`src/rtl/oisr_pkg.sv`:
```
`timescale 1ns / 1ps
`default_nettype none
// ----------------------------------------------------------------------------
// oisr_pkg
// shared types and codes for the ordered id stack restack engine
// ----------------------------------------------------------------------------
package oisr_pkg;

    localparam int DEF_LIST_DEPTH = 64;
    localparam int POS_W = 12;
    localparam int ID_W = 64;

    localparam logic [2:0] CMD_ADD    = 3'd0;
    localparam logic [2:0] CMD_REMOVE = 3'd1;
    localparam logic [2:0] CMD_RAISE  = 3'd2;
    localparam logic [2:0] CMD_LOWER  = 3'd3;
    localparam logic [2:0] CMD_READ   = 3'd4;

    localparam logic [2:0] ST_OK     = 3'd0;
    localparam logic [2:0] ST_DUP    = 3'd1;
    localparam logic [2:0] ST_NOITEM = 3'd2;
    localparam logic [2:0] ST_NOSIB  = 3'd3;
    localparam logic [2:0] ST_SKIP   = 3'd4;
    localparam logic [2:0] ST_FULL   = 3'd5;

    typedef struct packed {
        logic                    shift_up;
        logic                    shift_dn;
        logic                    load;
        logic signed [POS_W-1:0] lo;
        logic signed [POS_W-1:0] hi;
        logic signed [POS_W-1:0] ld_pos;
        logic [ID_W-1:0]         ld_value;
    } shift_ctrl_t;

    function automatic logic is_legacy(input logic [ID_W-1:0] id);
        return id[ID_W-1:32] == '0;
    endfunction

endpackage
`default_nettype wire

```
`src/rtl/oisr_cell.sv`:
```
`timescale 1ns / 1ps
`default_nettype none
// ----------------------------------------------------------------------------
// oisr_cell
// one list slot: holds an id, matches it, shifts from a neighbor or loads
// ----------------------------------------------------------------------------
module oisr_cell
    import oisr_pkg::*;
#(
    parameter int IDX = 0
) (
    input  wire                    clk,
    input  wire                    rst_n,
    input  wire [ID_W-1:0]         value_above,
    input  wire [ID_W-1:0]         value_below,
    input  shift_ctrl_t            ctrl,
    input  wire [ID_W-1:0]         item,
    input  wire [ID_W-1:0]         sib,
    input  wire signed [POS_W-1:0] fill,
    input  wire                    capture,
    output logic [ID_W-1:0]        value,
    output logic                   hit_item,
    output logic                   hit_sib,
    output logic                   legacy
);

    localparam logic signed [POS_W-1:0] MY_POS = POS_W'(IDX);

    logic [ID_W-1:0] value_reg;
    logic [ID_W-1:0] value_next;
    logic            hit_item_reg;
    logic            hit_sib_reg;
    logic            live;

    assign live = MY_POS < fill;

    always_comb
    begin
        value_next = value_reg;
        if (ctrl.shift_up && MY_POS >= ctrl.lo && MY_POS < ctrl.hi)
        begin
            value_next = value_above;
        end
        if (ctrl.shift_dn && MY_POS > ctrl.lo && MY_POS <= ctrl.hi)
        begin
            value_next = value_below;
        end
        if (ctrl.load && MY_POS == ctrl.ld_pos)
        begin
            value_next = ctrl.ld_value;
        end
    end

    always_ff @(posedge clk)
    begin
        value_reg <= value_next;
    end

    always_ff @(posedge clk or negedge rst_n)
    begin
        if (!rst_n)
        begin
            hit_item_reg <= 1'b0;
            hit_sib_reg  <= 1'b0;
        end
        else if (capture)
        begin
            hit_item_reg <= live && (value_reg == item);
            hit_sib_reg  <= live && (value_reg == sib);
        end
    end

    assign value    = value_reg;
    assign hit_item = hit_item_reg;
    assign hit_sib  = hit_sib_reg;
    assign legacy   = live && is_legacy(value_reg);

endmodule
`default_nettype wire

```
`config.mk`:
```
export PLATFORM = sky130hd
export DESIGN_NAME = oisr_cell
export DESIGN_NICKNAME = d
export VERILOG_FILES = /design/src/rtl/oisr_pkg.sv /design/src/rtl/oisr_cell.sv
export SDC_FILE = /design/constraint.sdc
export NUM_CORES = 1
export LEC_CHECK = 0
export BUFFER_PORTS_ARGS = -buffer_cell sky130_fd_sc_hd__buf_4
export CAP_MARGIN = 20
export CORE_AREA = 4 4 170 172
export DETAILED_ROUTE_END_ITERATION = 8
export DIE_AREA = 0 0 174 176
export HOLD_SLACK_MARGIN = 0.02
export PLACE_DENSITY = 0.52
export SLEW_MARGIN = 40
export SYNTH_ARGS = -nofsm -noshare
export SYNTH_HDL_FRONTEND = slang
export SYNTH_SLANG_ARGS = --single-unit
```
`constraint.sdc`:
```
create_clock -name clk -period 1.9 [get_ports clk]
set_clock_uncertainty 0.05 [all_clocks]
set_input_delay 0.095 -clock clk [delete_from_list [all_inputs] [get_ports clk]]
set_output_delay 0.095 -clock clk [all_outputs]
set_load 0.02 [all_outputs]
```
==> flow_summary.yaml <==
sta:
  rsz0062_at_grt: "yes"
  finalSetupViolCount: 1
  finalCritPeriodShare_pct: 101
  hold_viol_final: 0
  tightest_slew_ns: 0.479
  slew_headroom_pct: 67.9
  drv_slew: 0
  fmax_mhz: 522
  fin_ws_ns: -0.0173
  fin_crit_ns: 1.92
setup_path:
  required_ns: 1.75
  path_class: "reg -> out"
  cp-start-kind: "register"
  path_max_fanout: 4
  end_kind: "output pin"
  arrival_ns: 1.77
power:
  p_int_mw: 3.81
  clockPowerShare_pct: 29.8
  ir_worst_vdd_mv: 0.322
  leakagePower_nw: 4.40
  p_sw_mw: 1.64
  seqPwrFrac_pct: 35.4
  p_comb_share_pct: 34.8
  swShare_pct: 30.1
  powerDensity_nw_per_um2: 577
clock_network:
  clockRootBuffer: "clkbuf_16"
  clk_pin_slew_worst_paths_ns: 0.06
  clk_latency_ns: 0.34
  cts_made_buffers: 9
  cts_max_level: 3
  cts_tree: "yes"
  clockBufferDepth: 2
  clock_sinks: 66
logic_synthesis:
  yosys.area.top_type_share_pct: 39.1
  ys_top_cells_by_count: "109 x xnor2_1, 66 x nor2_1, 64 x a21oi_1, 64 x edfxtp_1, 64 x mux2i_1"
  yosysWarnings: 0
  yosysMostFrequentCell: "xnor2_1"
  syn-mean-instance-area_um2: 9.94
  synthesis.area_um2: 4920
  synth_cells: 495
  syn_nets: 869
  ys_types: 30
  synth_seq_cells: 66
  synthTopCellsByArea: "edfxtp_1 39%, xnor2_1 19%, mux2i_1 13%, a21oi_1 6.5%, nor2_1 5.0%"
  seq_area_frac_synth_pct: 40.1
  synth_area_leader_cell: "edfxtp_1"
  synth_edf_count: 64
  synthFlopType: "edfxtp_1"
  async_reset_ff_share_pct: 3.03
layout:
  nFillCells: 2880
  design_area_um2: 9450
  areaGrowthSynthToFinish_pct: 92.0
  final_nets: 1351
  drive_above_1_share_pct: 52.6
  largest_reg_flops: 64
global_route:
  grt_pass1_wl_mm: 41.6
  met3_usage_pct: 5.65
  grt_start_max_net_pins: 62
  grt_pass1_vias: 6150
  grt_antenna_before_repair: 1
  gr-usage-met1_pct: 21.1
  top_usage_layer: "met2"
  grt.met2_usage_pct: 36.6
  grt.overflow.total: 0
  track_usage_pct: 19.1
job:
  cap_violations: 0
floorplan:
  fp-row-count: 61
  num_io_pins: 441
  core_um2: 27500
  die_w_um: 174
  dieArea_um2: 30600
  die_h_um: 176
  initial_core_util_pct: 17.9
routing:
  ant_nets: 0
  via_per_inst: 4.26
  routed_wl_mm: 30.9
  wl_per_cell_um: 23.3
  route.detailed.drc: 0
  detail_route.first_pass.iterations: 4
  drt_iter0_markers: 225
  vias: 5660
placement:
  numPortBuffers: 440
  placed_area_um2: 8830
  dp_slack_ns: -0.0235
  hpwl_mm: 27.2
  gp_routability_congestion: 0.861
hold_path:
  hp-class: "in -> reg"
status:
  violations: "negative setup slack"
  outcome: "complete, but fails checks"
[layout by cell type (no fill, tap or decap), types with 6 or more instances in the layout]
cell           netlist  final
buf_4                1    478
xnor2_1            109    108
nor2_1              66     66
mux2i_1             64     64
a21oi_1             64     64
edfxtp_1            64     64
nand4_1             32     32
nor4_1              24     14
inv_1               11     11
xor2_1              10     10
clkbuf_16            0      9
nor4_2               1      8
buf_12               0      7
dlygate4sd3_1        0      6
[path summary, 6_finish.rpt]
kind,from,to,slack (ns),cells past startpoint
setup reg to reg,value[49]$_DFFE_PP_,hit_sib$_DFFE_PN0P_,0.11,7
min in group asynchronous,rst_n,hit_sib$_DFFE_PN0P_,0.58,3
hold / removal,ctrl[50],value[50]$_DFFE_PP_,0.03,3
setup / recovery,value[56]$_DFFE_PP_,legacy,-0.02,4
hold reg to reg,hit_item$_DFFE_PN0P_,hit_item$_DFFE_PN0P_,0.54,2
max in group asynchronous,rst_n,hit_item$_DFFE_PN0P_,1.09,3
[stage by stage]
step / hold slack (ns) / power [mW] / util [%] / cells / setup TNS [ns]
final: 0.0344 / 5.45 / 34.4 / 1329 / -0.0173
after global routing: 0.0431 / 5.72 / 34.4 / 1328 / -0.0860
after CTS: 0.0235 / 5.51 / 33.8 / 1311 / -0.0294
after detailed placement: -0.161 / 3.79 / 32.1 / 1281 / -0.0235
after global placement: -0.162 / 3.80 / 32.1 / 1281 / -0.00798
after floorplan: -0.251 / 2.58 / - / 495 / -139.65
[cells by family after synthesis]
family	count (synthesis)	share of synthesized area [%]
compound gates	78	8.88
flops	66	40.1
simple gates	135	13.9
buf+inv	33	2.98
xor+xnor	119	21.2
mux	64	13.0
[power groups by stage]
stage	registers [mW]	clock network (mW)	logic (mW)
after floorplan	2.07	0	0.510
after global placement	1.98	0	1.82
after detailed placement	1.99	0	1.80
after CTS	1.95	1.69	1.87
after global routing	1.95	1.75	2.02
final	1.93	1.62	1.89
[metal layers]
layer	wire length, µm	vias to the layer above	part of all wire, %
met2	16500	273	53
met1	11500	2586	37
met3	2550	11	8.2
li1	-	2790	-
met5	0	-	0
met4	277	0	0.90
[cell type report]
| type | instances | area, µm² | area share (%) |
|---|---|---|---|
| inverters | 12 | 45.0 | 0.477 |
| clock buffers | 12 | 267 | 2.82 |
| clock inverters | 4 | 25.0 | 0.265 |
| flip-flops and latches | 66 | 1970 | 20.9 |
| well taps | 346 | 433 | 4.58 |
| repair buffers | 492 | 3800 | 40.2 |
| diodes | 1 | 2.50 | 0.0265 |
| multi-input cells | 396 | 2900 | 30.7 |
[critical path, stage by stage (launching register included)]
cell and delay [ns]:
edfxtp_1 0.47, nor4_4 0.30, nand4_1 0.23, nor3_2 0.26, buf_4 0.18
[repair_timing]
item | CTS | global route
hold buffers | 6 | 0
endpoints found under the hold margin | 7 | 0
setup buffers | 8 | 17
endpoints found under the setup margin | 2 | 3
pin swaps | 2 | 4
gates resized for setup | 7 | 5
No activity file was read; power rests on OpenSTA's default activity.
